## config.mk

```make
export PLATFORM = sky130hd
export DESIGN_NAME = calculator_bitmap_pixel_decoder_unit
export DESIGN_NICKNAME = d
export VERILOG_FILES = /design/src/rtl/cbpd_pkg.sv /design/src/rtl/calculator_bitmap_pixel_decoder_unit.sv /design/src/rtl/cbpd_front.sv /design/src/rtl/cbpd_back.sv /design/src/rtl/cbpd_outq.sv
export SDC_FILE = /design/constraint.sdc
export NUM_CORES = 1
export LEC_CHECK = 0
export BUFFER_PORTS_ARGS = -buffer_cell sky130_fd_sc_hd__buf_2
export CAP_MARGIN = 5
export CORE_MARGIN = 3
export CORE_UTILIZATION = 32
export CTS_CLUSTER_SIZE = 28
export DETAILED_ROUTE_END_ITERATION = 8
export GPL_TIMING_DRIVEN = 0
export PLACE_DENSITY_LB_ADDON = 0.2
export SYNTH_ARGS = -nofsm -noshare
export SYNTH_HDL_FRONTEND = slang
export SYNTH_SLANG_ARGS = --single-unit
```

## constraint.sdc

```tcl
create_clock -name clock -period 5.9 [get_ports clock]
set_clock_uncertainty 0.05 [all_clocks]
set_input_delay 0.295 -clock clock [delete_from_list [all_inputs] [get_ports clock]]
set_output_delay 0.295 -clock clock [all_outputs]
set_load 0.005 [all_outputs]
```

## src/rtl/cbpd_pkg.sv

```systemverilog
`timescale 1ns / 1ps
`default_nettype none
package cbpd_pkg;

   localparam logic [3:0] FMT_BITS_PAD     = 4'd0;
   localparam logic [3:0] FMT_BITS_PAD_REV = 4'd1;
   localparam logic [3:0] FMT_BITS         = 4'd2;
   localparam logic [3:0] FMT_BITS_REV     = 4'd3;
   localparam logic [3:0] FMT_BLOCK_MONO   = 4'd4;
   localparam logic [3:0] FMT_GREY2        = 4'd5;
   localparam logic [3:0] FMT_PAL16        = 4'd6;
   localparam logic [3:0] FMT_RGB4         = 4'd7;
   localparam logic [3:0] FMT_BLOCK_OGB    = 4'd8;
   localparam logic [3:0] FMT_PAL256       = 4'd9;
   localparam logic [3:0] FMT_RGB565       = 4'd10;
   localparam logic [3:0] FMT_MONO4        = 4'd11;

   localparam logic [1:0] CSR_FORMAT = 2'd0;
   localparam logic [1:0] CSR_WIDTH  = 2'd1;
   localparam logic [1:0] CSR_HEIGHT = 2'd2;

   localparam logic [23:0] RGB_BLACK  = 24'h000000;
   localparam logic [23:0] RGB_WHITE  = 24'hFFFFFF;
   localparam logic [23:0] RGB_LGREY  = 24'hAAAAAA;
   localparam logic [23:0] RGB_DGREY  = 24'h777777;
   localparam logic [23:0] RGB_ORANGE = 24'hFF8C00;
   localparam logic [23:0] RGB_AMBER  = 24'hFF8000;
   localparam logic [23:0] RGB_GREEN  = 24'h00FF00;
   localparam logic [23:0] RGB_BLUE   = 24'h0000FF;

   typedef enum logic [3:0] {
      CLS_ERROR,
      CLS_BITS,
      CLS_GREY,
      CLS_PAL16,
      CLS_RGB4,
      CLS_BLOCK,
      CLS_PAL256,
      CLS_RGB565,
      CLS_MONO
   } class_type;

   typedef struct packed {
      class_type  cls;
      logic       white;
      logic       padded;
      logic       three;
      logic [7:0] byte_a;
      logic [7:0] byte_b;
      logic [7:0] byte_c;
   } item_type;

   typedef struct packed {
      logic [23:0] rgb;
      logic [9:0]  x;
      logic [9:0]  y;
      logic        last;
      logic        done;
      logic        err;
   } result_type;

endpackage
`default_nettype wire

```

## src/rtl/calculator_bitmap_pixel_decoder_unit.sv

```systemverilog
// Channel   Handshake         Payload
// req       push / full       byte_a, byte_b, byte_c
// rsp       empty / pop       pixel_rgb, pixel_x, pixel_y, last_of_item, picture_done,
//                             format_error
// csr       we                index, wdata (11 bits)
// The back end emits one pixel per cycle while the result queue has room: a 1-bit,
// grey or mono byte gives 1 to 8 pixels, a 4-bit byte 2, one-pixel formats 1, dropped 0.
// A four-deep request queue and a four-deep result queue let each side stall alone.
// Reset is synchronous; any register write restarts the picture.
`timescale 1ns / 1ps
`default_nettype none
module calculator_bitmap_pixel_decoder_unit
   import cbpd_pkg::*;
#(
   parameter int MAX_SIDE = 1024
) (
   input  wire logic        clock,
   input  wire logic        reset,
   input  wire logic        req_push,
   output logic             req_full,
   input  wire logic [7:0]  req_byte_a,
   input  wire logic [7:0]  req_byte_b,
   input  wire logic [7:0]  req_byte_c,
   output logic             rsp_empty,
   input  wire logic        rsp_pop,
   output logic [23:0]      rsp_pixel_rgb,
   output logic [9:0]       rsp_pixel_x,
   output logic [9:0]       rsp_pixel_y,
   output logic             rsp_last_of_item,
   output logic             rsp_picture_done,
   output logic             rsp_format_error,
   input  wire logic        csr_we,
   input  wire logic [1:0]  csr_index,
   input  wire logic [10:0] csr_wdata
);
   localparam int SW = $clog2(MAX_SIDE + 1);

   logic [3:0]    fmt_ff;
   logic [10:0]   width_ff, height_ff;
   logic [SW-1:0] w, h;
   logic          restart, item_valid, item_pop, res_push, res_full;
   item_type      item;
   result_type    res, dout;

   always_ff @(posedge clock) begin
      if (reset) begin
         fmt_ff    <= FMT_BITS_PAD;
         width_ff  <= 11'd128;
         height_ff <= 11'd64;
      end else if (csr_we) begin
         case (csr_index)
            CSR_FORMAT: fmt_ff    <= csr_wdata[3:0];
            CSR_WIDTH:  width_ff  <= csr_wdata;
            CSR_HEIGHT: height_ff <= csr_wdata;
            default:    ;
         endcase
      end
   end

   assign restart = csr_we && (csr_index == CSR_FORMAT || csr_index == CSR_WIDTH ||
                               csr_index == CSR_HEIGHT);

   // saturate to 1..MAX_SIDE
   assign w = (width_ff == 11'd0) ? SW'(1) :
              (32'(width_ff) > MAX_SIDE) ? SW'(MAX_SIDE) : SW'(width_ff);
   assign h = (height_ff == 11'd0) ? SW'(1) :
              (32'(height_ff) > MAX_SIDE) ? SW'(MAX_SIDE) : SW'(height_ff);

   cbpd_front u_front (
      .clock      (clock),
      .reset      (reset),
      .format     (fmt_ff),
      .push       (req_push),
      .full       (req_full),
      .byte_a     (req_byte_a),
      .byte_b     (req_byte_b),
      .byte_c     (req_byte_c),
      .item_valid (item_valid),
      .item       (item),
      .item_pop   (item_pop)
   );

   cbpd_back #(.SW(SW)) u_back (
      .clock      (clock),
      .reset      (reset),
      .restart    (restart),
      .w          (w),
      .h          (h),
      .item_valid (item_valid),
      .item       (item),
      .item_pop   (item_pop),
      .res_push   (res_push),
      .res        (res),
      .res_full   (res_full)
   );

   cbpd_outq u_outq (
      .clock (clock),
      .reset (reset),
      .push  (res_push),
      .din   (res),
      .full  (res_full),
      .empty (rsp_empty),
      .dout  (dout),
      .pop   (rsp_pop)
   );

   assign rsp_pixel_rgb    = dout.rgb;
   assign rsp_pixel_x      = dout.x;
   assign rsp_pixel_y      = dout.y;
   assign rsp_last_of_item = dout.last;
   assign rsp_picture_done = dout.done;
   assign rsp_format_error = dout.err;
endmodule
`default_nettype wire

```

## src/rtl/cbpd_front.sv

```systemverilog
`timescale 1ns / 1ps
`default_nettype none
module cbpd_front
   import cbpd_pkg::*;
(
   input  wire logic       clock,
   input  wire logic       reset,
   input  wire logic [3:0] format,
   input  wire logic       push,
   output logic            full,
   input  wire logic [7:0] byte_a,
   input  wire logic [7:0] byte_b,
   input  wire logic [7:0] byte_c,
   output logic            item_valid,
   output item_type        item,
   input  wire logic       item_pop
);
   localparam int DEPTH = 4;

   item_type   mem_ff [DEPTH];
   logic [1:0] wr_ff, wr_in, rd_ff, rd_in;
   logic [2:0] cnt_ff, cnt_in;
   item_type   cls_item;
   logic       do_push, do_pop;

   always_comb begin
      cls_item = '0;
      cls_item.byte_a = byte_a;
      cls_item.byte_b = byte_b;
      cls_item.byte_c = byte_c;
      case (format)
         FMT_BITS_PAD:     begin cls_item.cls = CLS_BITS; cls_item.padded = 1'b1; end
         FMT_BITS_PAD_REV: begin
            cls_item.cls = CLS_BITS; cls_item.padded = 1'b1; cls_item.white = 1'b1;
         end
         FMT_BITS:         cls_item.cls = CLS_BITS;
         FMT_BITS_REV:     begin cls_item.cls = CLS_BITS; cls_item.white = 1'b1; end
         FMT_BLOCK_MONO:   cls_item.cls = CLS_BLOCK;
         FMT_GREY2:        cls_item.cls = CLS_GREY;
         FMT_PAL16:        cls_item.cls = CLS_PAL16;
         FMT_RGB4:         cls_item.cls = CLS_RGB4;
         FMT_BLOCK_OGB:    begin cls_item.cls = CLS_BLOCK; cls_item.three = 1'b1; end
         FMT_PAL256:       cls_item.cls = CLS_PAL256;
         FMT_RGB565:       cls_item.cls = CLS_RGB565;
         FMT_MONO4:        cls_item.cls = CLS_MONO;
         default:          cls_item.cls = CLS_ERROR;
      endcase
   end

   assign full       = (cnt_ff == 3'(DEPTH));
   assign item_valid = (cnt_ff != 3'd0);
   assign item       = mem_ff[rd_ff];
   assign do_push    = push && !full;
   assign do_pop     = item_pop && item_valid;
   assign wr_in      = do_push ? wr_ff + 2'd1 : wr_ff;
   assign rd_in      = do_pop ? rd_ff + 2'd1 : rd_ff;
   assign cnt_in     = cnt_ff + 3'(do_push) - 3'(do_pop);

   always_ff @(posedge clock) begin
      if (reset) begin
         wr_ff  <= '0;
         rd_ff  <= '0;
         cnt_ff <= '0;
      end else begin
         wr_ff  <= wr_in;
         rd_ff  <= rd_in;
         cnt_ff <= cnt_in;
      end
   end

   always_ff @(posedge clock) begin
      if (do_push) begin
         mem_ff[wr_ff] <= cls_item;
      end
   end
endmodule
`default_nettype wire

```

## src/rtl/cbpd_back.sv

```systemverilog
`timescale 1ns / 1ps
`default_nettype none
module cbpd_back
   import cbpd_pkg::*;
#(
   parameter int SW = 11
) (
   input  wire logic          clock,
   input  wire logic          reset,
   input  wire logic          restart,
   input  wire logic [SW-1:0] w,
   input  wire logic [SW-1:0] h,
   input  wire logic          item_valid,
   input  wire item_type      item,
   output logic               item_pop,
   output logic               res_push,
   output result_type         res,
   input  wire logic          res_full
);
   logic [SW-1:0]   col_ff, col_in, row_ff, row_in, bcol_ff, bcol_in;
   logic            fin_ff, fin_in;
   logic [2:0]      step_ff, step_in;
   logic [2*SW-1:0] skip_ff, skip_in, target_ff;
   logic [SW:0]     col1, row1, bcol1, nb, bx, bxi;
   logic [2:0]      bidx, nlast;
   logic [3:0]      nib;
   logic            emit, drop, go, last, backward, row_end, fin_now, bit_a;
   logic [23:0]     rgb;
   logic [SW-1:0]   x, y;

   assign bidx  = ~step_ff;
   assign bit_a = item.byte_a[bidx];
   assign nib   = step_ff[0] ? item.byte_a[3:0] : item.byte_a[7:4];
   assign col1  = {1'b0, col_ff} + 1'b1;
   assign row1  = {1'b0, row_ff} + 1'b1;
   assign bcol1 = {1'b0, bcol_ff} + 1'b1;
   assign nb    = ({1'b0, w} + (SW+1)'(7)) >> 3;
   assign bx    = (nb - 1'b1 - {1'b0, bcol_ff}) << 3;
   assign bxi   = bx + (SW+1)'(step_ff);

   always_comb begin
      rgb = RGB_BLACK;
      backward = 1'b0;
      nlast = 3'd7;
      case (item.cls)
         CLS_BITS, CLS_MONO: rgb = (bit_a != item.white) ? RGB_BLACK : RGB_WHITE;
         CLS_GREY: begin
            case ({bit_a, item.byte_b[bidx]})
               2'b00:   rgb = RGB_WHITE;
               2'b01:   rgb = RGB_LGREY;
               2'b10:   rgb = RGB_DGREY;
               default: rgb = RGB_BLACK;
            endcase
         end
         CLS_PAL16: begin
            nlast = 3'd1;
            rgb = nib[3] ? RGB_BLACK : {{8{nib[2]}}, {8{nib[1]}}, {8{nib[0]}}};
         end
         CLS_RGB4: begin
            nlast = 3'd1;
            backward = 1'b1;
            rgb = {{8{nib[3]}}, {8{nib[2]}}, {8{nib[1]}}};
         end
         CLS_PAL256: begin
            nlast = 3'd0;
            case (item.byte_a)
               8'd0:    rgb = RGB_WHITE;
               8'd1:    rgb = RGB_AMBER;
               8'd2:    rgb = RGB_GREEN;
               8'd3:    rgb = RGB_BLUE;
               default: rgb = RGB_BLACK;
            endcase
         end
         CLS_RGB565: begin
            nlast = 3'd0;
            rgb = {item.byte_a[7:3], 3'b0, item.byte_a[2:0], item.byte_b[7:5], 2'b0,
                   item.byte_b[4:0], 3'b0};
         end
         CLS_BLOCK: begin
            if (!item.three) rgb = bit_a ? RGB_BLACK : RGB_WHITE;
            else if (bit_a) rgb = RGB_ORANGE;
            else if (item.byte_b[bidx]) rgb = RGB_GREEN;
            else if (item.byte_c[bidx]) rgb = RGB_BLUE;
            else rgb = RGB_WHITE;
         end
         default: rgb = RGB_BLACK;
      endcase
   end

   // per-cycle sequencer: one pixel, or one dropped item
   always_comb begin
      col_in  = col_ff;
      row_in  = row_ff;
      bcol_in = bcol_ff;
      fin_in  = fin_ff;
      skip_in = skip_ff;
      step_in = step_ff;
      emit = 1'b0;
      drop = 1'b0;
      last = 1'b0;
      row_end = 1'b0;
      fin_now = 1'b0;
      x = col_ff;
      y = row_ff;
      res = '0;
      if (item.cls == CLS_ERROR) begin
         emit = 1'b1;
         last = 1'b1;
         res.last = 1'b1;
         res.err = 1'b1;
      end else if (fin_ff) begin
         drop = 1'b1;
      end else if (item.cls == CLS_MONO && skip_ff < target_ff) begin
         drop = 1'b1;
         skip_in = skip_ff + 1'b1;
      end else if (item.cls == CLS_BLOCK) begin
         emit = 1'b1;
         x = SW'(bxi);
         y = h - 1'b1 - row_ff;
         last = (step_ff == 3'd7) || (bxi + 1'b1 >= {1'b0, w});
         if (last) begin
            if (row1 >= {1'b0, h}) begin
               row_in = '0;
               bcol_in = SW'(bcol1);
               fin_now = (bcol1 >= nb);
            end else begin
               row_in = SW'(row1);
            end
         end
         res.rgb = rgb;
      end else begin
         emit = 1'b1;
         if (backward) begin
            x = w - 1'b1 - col_ff;
            y = h - 1'b1 - row_ff;
         end
         row_end = (col1 >= {1'b0, w});
         if (row_end) begin
            col_in = '0;
            row_in = SW'(row1);
            fin_now = (row1 >= {1'b0, h});
         end else begin
            col_in = SW'(col1);
         end
         last = (step_ff == nlast) || fin_now || (item.padded && row_end);
         res.rgb = rgb;
      end
      if (item.cls != CLS_ERROR) begin
         res.x = 10'(x);
         res.y = 10'(y);
         res.last = last;
         res.done = fin_now;
      end
      if (fin_now) fin_in = 1'b1;
      if (drop || last) step_in = '0;
      else step_in = step_ff + 3'd1;
   end

   assign go       = item_valid && (drop || (emit && !res_full));
   assign res_push = item_valid && emit && !res_full;
   assign item_pop = go && (drop || last);

   always_ff @(posedge clock) begin
      if (reset || restart) begin
         col_ff  <= '0;
         row_ff  <= '0;
         bcol_ff <= '0;
         fin_ff  <= 1'b0;
         skip_ff <= '0;
         step_ff <= '0;
      end else if (go) begin
         col_ff  <= col_in;
         row_ff  <= row_in;
         bcol_ff <= bcol_in;
         fin_ff  <= fin_in;
         skip_ff <= skip_in;
         step_ff <= step_in;
      end
   end

   // bytes to skip in the 4-bit mono format: w*h rounded down to even
   always_ff @(posedge clock) begin
      target_ff <= (w * h) & ~(2*SW)'(1);
   end
endmodule
`default_nettype wire

```

## src/rtl/cbpd_outq.sv

```systemverilog
`timescale 1ns / 1ps
`default_nettype none
module cbpd_outq
   import cbpd_pkg::*;
(
   input  wire logic       clock,
   input  wire logic       reset,
   input  wire logic       push,
   input  wire result_type din,
   output logic            full,
   output logic            empty,
   output result_type      dout,
   input  wire logic       pop
);
   localparam int DEPTH = 4;

   result_type mem_ff [DEPTH];
   logic [1:0] wr_ff, rd_ff;
   logic [2:0] cnt_ff;
   logic       do_push, do_pop;

   assign full    = (cnt_ff == 3'(DEPTH));
   assign empty   = (cnt_ff == 3'd0);
   assign dout    = mem_ff[rd_ff];
   assign do_push = push && !full;
   assign do_pop  = pop && !empty;

   always_ff @(posedge clock) begin
      if (reset) begin
         wr_ff  <= '0;
         rd_ff  <= '0;
         cnt_ff <= '0;
      end else begin
         wr_ff  <= wr_ff + 2'(do_push);
         rd_ff  <= rd_ff + 2'(do_pop);
         cnt_ff <= cnt_ff + 3'(do_push) - 3'(do_pop);
      end
   end

   always_ff @(posedge clock) begin
      if (do_push) begin
         mem_ff[wr_ff] <= din;
      end
   end
endmodule
`default_nettype wire

```

==> results of run 1 <==
==> worst min-delay path: stages <==
cell	delay (ps)
buf_2	120
nand3b_1	170
a211o_1	140
==> metal layers <==
| layer | share of wire [%] | wire length [µm] | track usage [%] | up-vias |
|---|---|---|---|---|
| li1 | - | - | - | 7840 |
| met4 | 2.7 | 1740 | 4.88 | 0 |
| met1 | 47 | 30000 | 22.9 | 8360 |
| met5 | 0 | 0 | 0 | - |
| met3 | 5.4 | 3440 | 2.72 | 94 |
| met2 | 45 | 28500 | 24.5 | 390 |
==> power breakdown <==
group | internal, mW | switching (mW) | total, mW
sequential | 3.85 | 0.125 | 3.98
combinational | 1.34 | 1.77 | 3.12
clock | 1.60 | 1.24 | 2.85
total | 6.80 | 3.14 | 9.94
==> final cells by class <==
| cell class | count | area, µm² |
|---|---|---|
| fillers | 7205 | 45700 |
| multi-input cells | 1359 | 12200 |
| flip-flops and latches | 426 | 11600 |
| repair buffers | 168 | 1310 |
| clock buffers | 64 | 1290 |
| well taps | 969 | 1210 |
| inverters | 200 | 801 |
| plain buffers | 83 | 459 |
| clock inverters | 25 | 209 |
| diodes | 3 | 7.51 |
==> cells in the final DEF, fill, tap and decap left out, types with 7 or more instances in the layout <==
| master | count |
|---|---|
| a211oi_1 | 15 |
| a21o_1 | 23 |
| a21oi_1 | 89 |
| a31oi_1 | 9 |
| and2_1 | 8 |
| and3_1 | 11 |
| buf_2 | 105 |
| buf_4 | 35 |
| clkbuf_1 | 59 |
| clkbuf_16 | 50 |
| clkinv_1 | 10 |
| clkinv_4 | 12 |
| dfxtp_1 | 116 |
| dlygate4sd3_1 | 35 |
| edfxtp_1 | 304 |
| fa_1 | 82 |
| ha_1 | 150 |
| ha_4 | 10 |
| inv_1 | 178 |
| mux2i_1 | 36 |
| mux4_1 | 8 |
| mux4_2 | 74 |
| nand2_1 | 157 |
| nand3_1 | 44 |
| nand4_1 | 15 |
| nor2_1 | 200 |
| nor2b_1 | 25 |
| nor3_1 | 20 |
| o211ai_1 | 11 |
| o21ai_0 | 50 |
| o311ai_0 | 9 |
| o31ai_1 | 8 |
| or2_2 | 7 |
| or3_1 | 23 |
| xnor2_1 | 69 |
| xor2_1 | 36 |
==> through the flow <==
stage | instance area, µm² | cells
global route | 29100 | 3297
detailed placement | 26300 | 3138
global placement | 26000 | 3127
finish | 29100 | 3297
floorplan | 24300 | 2069
CTS | 28700 | 3279
==> registers in the layout, indices dropped and copies added, names as in the netlist, 3 cells and up, named ones only <==
signal            cells
u_front.cnt_ff        3
u_back.target_ff     21
height_ff            11
width_ff             11
u_back.bcol_ff       11
u_outq.cnt_ff         3
u_outq.mem_ff       180
u_back.step_ff        3
u_back.row_ff        11
u_back.skip_ff       22
u_front.mem_ff      124
u_back.col_ff        11
fmt_ff                4
==> cell families (layout without fill, tap and decap cells) <==
kind of cell | count (synthesis) | after routing | share of synthesized area, %
flops | 426 | 426 | 47.6
compound gates | 280 | 280 | 7.30
buf+inv | 284 | 540 | 4.63
simple gates | 593 | 593 | 11.5
other cells | 1 | 4 | 0.0154
mux | 121 | 121 | 9.39
xor+xnor | 114 | 114 | 4.11
fa+ha+maj | 250 | 250 | 15.5
==> path summary, 6_finish.rpt <==
check	slack, ps	cells past startpoint	end
worst max register to register	20	23	u_back.target_ff[21]
worst max-delay path	20	23	u_back.target_ff[21]
worst min register to register	430	2	u_back.col_ff[5]
worst min-delay path	120	3	height_ff[6]
==> what timing repair did <==
item / CTS / global route
buffers inserted: 18 / 15
gates resized for setup: 102 / 77
pin swaps: 17 / 51
hold buffers: 35 / 0
endpoints found under the hold margin: 119 / 0
endpoints found under the setup margin: 54 / 20
==> flow_metrics.py, run 1 <==
metrics = {
    "drt": {
        "wl_per_cell_um": 19.3,
        "drt-initial-drc-count": 1144,
        "ant_nets": 0,
        "firstDrtPassIters": 5,
        "drc": 0,
        "vias": 16700,
        "routed_wl_um": 63600,
        "viasPerCell": 5.06,
    },
    "cts": {
        "htreeDepth": 2,
        "clk_latency_ps": 590,
        "clockRootBuffer": "clkbuf_16",
        "clk_path_buf_depth": 3,
        "tritoncts": "done",
        "cts_sinks": 426,
        "numCtsBuffers": 48,
        "clk_pin_slew_worst_paths_ps": 60,
    },
    "sta": {
        "min_period_over_period_pct": 99.7,
        "fin_crit_ps": 5880,
        "rsz0062_at_grt": "yes",
        "max_freq_mhz": 170,
        "timing.final.ws_setup_ps": 18.2,
        "slew_viol_final": 0,
        "setup_tns_ps": 0,
        "setup_viol": 0,
        "finalHoldViolCount": 0,
        "worst_hold_slack_ps": 123,
        "max_slew_margin_pct": 27.3,
        "worst_pin_slew_ps": 1080,
    },
    "global_routing": {
        "antenna_found_initial": 3,
        "grt_pass1_wl_um": 97200,
        "grt.total_usage_pct": 15.9,
        "grt_overflow": 0,
        "grt_start_max_net_pins": 28,
        "grt_pass1_vias": 16600,
    },
    "power_and_ir_drop": {
        "p_leak_nw": 11.0,
        "ir_drop_mv": 0.269,
        "power.density_nw_per_um2": 342,
        "p_total_mw": 9.94,
    },
    "synthesis": {
        "ys_seq_area_share_pct": 47.6,
        "ys_types": 76,
        "synth-main-ff-cell": "edfxtp_1",
        "yosys_warnings": 0,
        "synthArstFlopShare_pct": 0,
        "syn_area_um2": 24300,
        "ys_top_cells_by_area": "edfxtp_1 38%, dfxtp_1 10%, ha_1 8.5%",
        "syn_avg_cell_area_um2": 11.8,
        "yosys_register_bits": 426,
        "synth_top_area_share_pct": 37.5,
        "synth_edf_count": 304,
        "syn_nets": 2361,
        "yosysMostFrequentCell": "edfxtp_1",
        "netlist_instances": 2069,
        "ys_top_cells_by_count": "304 x edfxtp_1, 208 x nor2_1, 186 x inv_1, 168 x nand2_1, 165 x ha_1",
        "yosys.area.top_type": "edfxtp_1",
    },
    "critical_path": {
        "cp-end-kind": "flop",
        "crit_chain": "nor4_4 > buf_4 > a31oi_4 > nor2b_4 > buf_8 > nand2_2 > fa_1 > fa_1 > inv_1 > fa_1 > inv_2 > fa_1 > inv_1 > fa_1 > ha_4 > o21ai_4 > nor2_2 > o221ai_2 > a211oi_2 > or3_1 > a41o_1 > a21oi_2 > xnor2_1",
        "critPathKind": "reg2reg",
        "cpMostUsedCell": "fa_1",
        "crit_family": "adder cells",
        "r2r_start": "width_ff[4]",
        "worst_ep_required_time_ps": 6360,
        "crit_fanout": 5,
        "cp.arrival_ps": 6350,
        "cpPeakStageDelay_ps": 590,
        "slowest_stage": "fa_1",
        "crit_buf_inv": 5,
        "start_kind": "flop",
        "cp-startpoint": "width_ff[4]",
    },
    "die": {
        "chipWidth_um": 282,
        "initial_core_util_pct": 32.5,
        "core_um2": 74800,
        "die_y_um": 282,
        "ios": 91,
        "rows": 100,
        "dieArea_um2": 79300,
    },
    "job": {
        "drv_cap": 0,
    },
    "placement": {
        "dp.final_hpwl_um": 46600,
        "post-place-ws_ps": -1800,
        "place.gp.congestion": 0.866,
        "port_buffers": 89,
    },
    "final_layout": {
        "syn_to_final_growth_pct": 19.6,
        "layout.nets": 2578,
        "final_core_util_pct": 38.9,
        "drive_gt1_share_pct": 19.0,
    },
    "run_status": {
        "status": "complete, no violations",
    },
    "hold_path": {
        "hold_start": "csr_index[1]",
        "worstHoldPathType": "in2reg",
    },
}
Note: power is estimated with default switching activity, not from simulation.
==> run 2, diff against run 1 <==
Clock period 5.9 ns to 7 ns, I/O delays scaled along.
==> run 2 against run 1 <==
Via count fell by 1.5%; design area decreased by 3.0%; sequential share of layout area is 1.2 points higher; die area stayed put; largest cell class unchanged; largest power group unchanged.
==> flow_metrics.py, run 2 (synthesis results as in run 1) <==
metrics = {
    "run_status": {
        "status": "complete, no violations",
    },
    "critical_path": {
        "r2r_start": "width_ff[10]",
        "ff2ff_path_depth": 18,
        "ff2ff_setup_slack_ps": 270,
        "start_kind": "flop",
        "r2r_end": "u_back.target_ff[21]",
        "cpPeakStageDelay_ps": 690,
        "cp-end-kind": "flop",
        "cpMostUsedCell": "fa_1",
        "critPathKind": "reg2reg",
        "crit_chain": "clkbuf_2 > nor2b_1 > clkbuf_1 > inv_1 > nor2_1 > fa_1 > fa_1 > fa_1 > fa_1 > fa_1 > ha_1 > or2_2 > a21oi_1 > a211oi_1 > or3_1 > a41o_1 > a21oi_1 > xnor2_1",
        "cp.arrival_ps": 7190,
        "worst_ep_required_time_ps": 7460,
        "slowest_stage": "clkbuf_1",
        "crit_fanout": 10,
    },
    "job": {
        "drv_cap": 0,
    },
    "die": {
        "initial_core_util_pct": 32.5,
        "rows": 100,
        "dieArea_um2": 79300,
        "die_y_um": 282,
        "ios": 91,
        "core_um2": 74800,
        "chipWidth_um": 282,
    },
    "global_routing": {
        "grt_overflow": 0,
        "grt.total_usage_pct": 15.9,
        "grt_start_max_net_pins": 32,
        "grt_pass1_vias": 16500,
        "grt_pass1_wl_um": 97000,
        "antenna_found_initial": 1,
    },
    "cts": {
        "clk_path_buf_depth": 3,
        "clk_latency_ps": 600,
        "numCtsBuffers": 46,
        "clockRootBuffer": "clkbuf_16",
        "tritoncts": "done",
        "cts_sinks": 426,
        "clk_pin_slew_worst_paths_ps": 60,
        "htreeDepth": 2,
    },
    "sta": {
        "min_period_over_period_pct": 96.1,
        "max_slew_margin_pct": 27.3,
        "worst_hold_slack_ps": 39.7,
        "slew_viol_final": 0,
        "worst_pin_slew_ps": 1090,
        "fin_crit_ps": 6730,
        "setup_viol": 0,
        "rsz0062_at_grt": "no",
        "finalHoldViolCount": 0,
        "max_freq_mhz": 149,
    },
    "power_and_ir_drop": {
        "power.density_nw_per_um2": 297,
        "p_leak_nw": 10.8,
        "p_total_mw": 8.37,
        "p_clk_share_pct": 30.2,
        "ir_drop_mv": 0.163,
        "p_seq_share_pct": 40.0,
        "intPower_mw": 5.77,
        "power_switching_mw": 2.59,
        "swShare_pct": 31.0,
        "p_comb_share_pct": 29.7,
    },
    "final_layout": {
        "regArea_um2": 11600,
        "nFillCells": 7261,
        "layout.nets": 2548,
        "design_area_um2": 28200,
        "diodes": 0,
        "layout_commonest_cell": "edfxtp_1",
        "top_register": "u_outq.mem_ff",
        "multi_input_area_um2": 11700,
        "drive_gt1_share_pct": 14.7,
        "mostFrequentLayoutCells": "304 x edfxtp_1, 207 x nor2_1, 184 x inv_1",
        "syn_to_final_growth_pct": 16.1,
        "largest_reg_flops": 180,
        "reg_top3": "u_outq.mem_ff (180), u_front.mem_ff (124), u_back.skip_ff (22)",
    },
    "hold_path": {
        "worstHoldPathType": "in2reg",
        "holdPathEnd": "width_ff[5]",
        "hold_depth": 3,
        "hold_start": "csr_wdata[5]",
    },
    "drt": {
        "drt-initial-drc-count": 1174,
        "drc": 0,
        "firstDrtPassIters": 5,
        "vias": 16400,
        "routed_wl_um": 63000,
        "ant_nets": 0,
        "viasPerCell": 5.04,
        "wl_per_cell_um": 19.3,
    },
    "placement": {
        "place_area_um2": 26100,
        "dp.final_hpwl_um": 46200,
        "place.gp.congestion": 0.859,
        "port_buffers": 89,
    },
}
[run 2: cell count changes in the layout (fill, tap and decap cells not counted), sizes merged]
cell,delta
buf,-27
clkbuf,-6
bufinv,+5
clkinv,-3
diode,-3
dlygate4sd3,-3
clkinvlp,+1
inv,+1
[run 2: final cells by class]
type / count / share of cell area, %
buffer: 83 / 1.36
clock buffer: 56 / 4.35
clock inverter: 29 / 1.25
inverter: 200 / 2.76
multi-input combinational: 1359 / 41.5
sequential: 426 / 41.0
tap: 969 / 4.30
timing repair buffer: 140 / 3.49
[run 2: how the worst max path moves through the flow]
| stage | slack (ps) | startpoint | end |
|---|---|---|---|
| 3_5_place_dp | -900 | width_ff[1] | u_front.cnt_ff[2] |
| 2_1_floorplan | 1000 | width_ff[4] | u_front.cnt_ff[2] |
| 6_report | 270 | width_ff[10] | u_back.target_ff[21] |
| 5_1_grt | 10 | width_ff[10] | u_back.target_ff[21] |
| 4_1_cts | 30 | width_ff[3] | u_front.cnt_ff[2] |
| 3_3_place_gp | -2790 | u_back.skip_ff[7] | u_outq.mem_ff[0][8] |
[run 2: through the flow]
step,setup TNS [ps],setup WS [ps],cells,util (%)
2_1_floorplan,0,1000,2069,-
3_3_place_gp,-129040,-2790,3127,34.7
3_5_place_dp,-2330,-896,3137,34.9
4_1_cts,0,26.3,3254,37.5
5_1_grt,0,10.4,3262,37.7
6_report,0,271,3262,37.7
[run 2: critical path, delay by kind of cell, from the launching register on]
kind                       cells  cell delay (ps)
buffers and inverters          3             1350
xor gates and xnor gates       1              150
AOI/OAI and AO/OA              4              700
DFF                            1              340
and+or+nand+nor                4             1240
adders and majority gates      6             2810
[run 2: power groups by stage]
stage               combinational [mW]  sequential [mW]  clock, mW
floorplan                         1.58             3.39          0
global placement                  2.39             3.43          0
detailed placement                2.49             3.41          0
CTS                               2.52             3.35       2.61
global route                      2.74             3.38       2.71
finish                            2.49             3.35       2.53
[run 2: layer usage]
| metal | up-vias | GRT usage [%] | wire, µm |
|---|---|---|---|
| li1 | 7771 | - | - |
| met1 | 8190 | 23.1 | 30200 |
| met2 | 394 | 24.7 | 28200 |
| met3 | 79 | 2.77 | 3260 |
| met4 | 0 | 3.98 | 1400 |
| met5 | - | 0 | 0 |
[run 2: timing repair]
| action | 4_1_cts | 5_1_grt |
|---|---|---|
| pin swaps | 0 | 2 |
| cloned | 0 | 0 |
| endpoints found under the setup margin | 10 | 25 |
| gates resized for setup | 11 | 34 |
| hold buffers | 32 | 0 |
| buffers inserted | 0 | 9 |
| endpoints found under the hold margin | 114 | 0 |
==> run 3, diff against run 2 <==
Settings changed: SYNTH_HIERARCHICAL from default to 1.
==> run 3 against run 2 <==
Core utilization increased by 0.23 points; sequential share of layout area fell by 0.23 points; design area up 2.6%; critical path depth increased by 9; cell count rose by 2.4%.
==> flow_metrics.py, run 3 <==
metrics = {
    "run_status": {
        "status": "complete, no violations",
    },
    "job": {
        "drv_cap": 0,
    },
    "drt": {
        "viasPerCell": 5.03,
        "routed_wl_um": 64200,
        "drc": 0,
        "firstDrtPassIters": 5,
        "ant_nets": 0,
        "vias": 16800,
        "wl_per_cell_um": 19.2,
        "drt-initial-drc-count": 952,
    },
    "synthesis": {
        "synthArstFlopShare_pct": 0,
        "yosys.area.top_type": "edfxtp_1",
        "yosysMostFrequentCell": "edfxtp_1",
        "synth_top_area_share_pct": 37.8,
        "ys_seq_area_share_pct": 47.7,
        "syn_avg_cell_area_um2": 11.9,
        "yosys_register_bits": 434,
        "ys_top_cells_by_count": "312 x edfxtp_1, 191 x inv_1, 165 x nor2_1, 162 x ha_1, 150 x nand2_1",
        "synth_edf_count": 312,
        "synth-main-ff-cell": "edfxtp_1",
        "syn_nets": 2361,
        "ys_types": 86,
        "netlist_instances": 2072,
        "syn_area_um2": 24800,
        "ys_top_cells_by_area": "edfxtp_1 38%, dfxtp_1 9.9%, ha_1 8.2%",
        "yosys_warnings": 6,
    },
    "sta": {
        "max_freq_mhz": 149,
        "min_period_over_period_pct": 95.7,
        "fin_crit_ps": 6700,
        "max_slew_margin_pct": 21.4,
        "worst_hold_slack_ps": 62.3,
        "setup_viol": 0,
        "finalHoldViolCount": 0,
        "slew_viol_final": 0,
        "setup_tns_ps": 0,
        "worst_pin_slew_ps": 1170,
        "rsz0062_at_grt": "yes",
    },
    "critical_path": {
        "ff2ff_setup_slack_ps": 300,
        "cp-end-kind": "flop",
        "crit_fanout": 8,
        "critPathKind": "reg2reg",
        "r2r_start": "width_ff[1]",
        "ff2ff_path_depth": 27,
        "r2r_end": "u_front/cnt_ff[2]",
        "worst_ep_required_time_ps": 7490,
        "cp.arrival_ps": 7190,
        "start_kind": "flop",
    },
    "power_and_ir_drop": {
        "power_switching_mw": 2.54,
        "swShare_pct": 30.1,
        "p_leak_nw": 11.2,
        "p_total_mw": 8.42,
        "p_comb_share_pct": 28.5,
        "intPower_mw": 5.89,
        "p_seq_share_pct": 40.1,
        "ir_drop_mv": 0.223,
        "power.density_nw_per_um2": 291,
        "p_clk_share_pct": 31.4,
    },
    "global_routing": {
        "grt_pass1_vias": 17000,
        "antenna_found_initial": 1,
        "grt_pass1_wl_um": 99500,
        "grt.total_usage_pct": 15.8,
        "grt_start_max_net_pins": 32,
        "grt_overflow": 0,
    },
    "final_layout": {
        "design_area_um2": 29000,
        "drive_gt1_share_pct": 15.4,
        "layout.nets": 2559,
        "syn_to_final_growth_pct": 17.0,
        "largest_reg_flops": 188,
        "nFillCells": 7415,
        "regArea_um2": 11800,
        "layout_commonest_cell": "edfxtp_1",
        "top_register": "u_outq/mem_ff",
        "multi_input_area_um2": 11800,
        "instances_no_fill": 3341,
        "reg_top3": "u_outq/mem_ff (188), u_front/mem_ff (124), u_back/skip_ff (22)",
        "mostFrequentLayoutCells": "312 x edfxtp_1, 191 x inv_1, 164 x nor2_1",
    },
    "placement": {
        "place_inst": 3215,
        "port_buffers": 90,
        "place_area_um2": 26800,
        "dp.final_hpwl_um": 48800,
        "place.gp.congestion": 0.884,
    },
    "hold_path": {
        "holdPathEnd": "u_front/wr_ff[0]",
        "hold_depth": 4,
        "hold_start": "req_push",
        "worstHoldPathType": "in2reg",
    },
    "die": {
        "dieArea_um2": 80700,
        "ios": 91,
        "core_um2": 76300,
        "initial_core_util_pct": 32.4,
        "die_y_um": 284,
        "chipWidth_um": 284,
        "rows": 101,
    },
    "cts": {
        "clk_pin_slew_worst_paths_ps": 60,
        "tritoncts": "done",
        "clk_path_buf_depth": 3,
        "htreeDepth": 2,
        "numCtsBuffers": 48,
        "clk_latency_ps": 620,
        "clockRootBuffer": "clkbuf_16",
        "cts_setup_buffers": 0,
        "cts_sinks": 434,
    },
}
[run 3: logic make-up (layout without fill, tap and decap cells)]
kind of cell	after synthesis	in the layout	share of synthesized area, %
AO/OA/AOI/OAI	305	305	7.94
XOR/XNOR	100	100	3.60
adder cells (fa/ha/maj)	247	247	15.1
buffers and inverters	281	519	4.85
flip-flops	434	434	47.7
multiplexers	122	122	9.23
other	0	1	0
AND/OR/NAND/NOR	583	583	11.6
[run 3: routing by layer]
metal	global-route usage, %	vias to the layer above	wire length, µm
li1	-	7858	-
met3	2.72	102	3400
met1	22.6	8446	30500
met4	4.40	0	1590
met2	24.7	398	28700
met5	0	-	0
[run 3: layout make-up]
| class | count | share of cell area (%) |
|---|---|---|
| multi-input cells | 1357 | 40.9 |
| flip-flops and latches | 434 | 40.8 |
| clock buffers | 65 | 4.68 |
| well taps | 1030 | 4.45 |
| repair buffers | 148 | 3.84 |
| inverters | 196 | 2.54 |
| plain buffers | 85 | 1.62 |
| clock inverters | 25 | 1.23 |
| diodes | 1 | 0.00864 |
[run 3: worst max path at each step]
stage | cells after the start | startpoint | endpoint
final | 27 | width_ff[1] | u_front/cnt_ff[2]
after global placement | 11 | flop | u_outq/mem_ff[1][35]
after detailed placement | 26 | width_ff[10] | u_front/cnt_ff[2]
after global routing | 22 | width_ff[5] | u_back/target_ff[21]
after CTS | 26 | width_ff[10] | u_front/cnt_ff[2]
after floorplan | 11 | flop | u_outq/mem_ff[1][0]
[run 3: per-stage QoR]
stage	setup slack, ps	util, %
after global routing	-40.7	37.9
after detailed placement	-120	35.2
final	304	37.9
after floorplan	377	-
after global placement	-3880	34.7
after CTS	24.6	37.9
[run 3: timing repair]
| action | CTS | global route |
|---|---|---|
| endpoints found under the setup margin | 1 | 7 |
| resized for setup | 2 | 21 |
| hold buffers | 35 | 0 |
| endpoints found under the hold margin | 120 | 0 |
[run 3: critical path, cell delays in order, from the launching register on]
cell,delay (ps)
dfxtp_1,350
nor2b_1,570
buf_2,350
nor3_1,100
xnor2_1,180
ha_1,250
fa_1,430
xor2_1,340
and3_1,250
o211a_1,200
nand2_1,70
xnor2_1,140
ha_1,310
nand4_1,90
or3_1,410
a32o_1,290
and4_4,200
a31o_2,220
a21oi_2,280
o31a_1,230
ha_1,230
inv_1,60
ha_1,130
inv_1,50
fa_1,390
xor2_1,160
and2_1,160
nor3_1,110
[run 3: power groups by stage]
stage / sequential (mW) / clock (mW) / combinational, mW
final: 3.37 / 2.65 / 2.40
after global routing: 3.41 / 2.84 / 2.63
after CTS: 3.38 / 2.74 / 2.44
after detailed placement: 3.43 / 0 / 2.41
after global placement: 3.47 / 0 / 2.25
after floorplan: 3.42 / 0 / 1.47
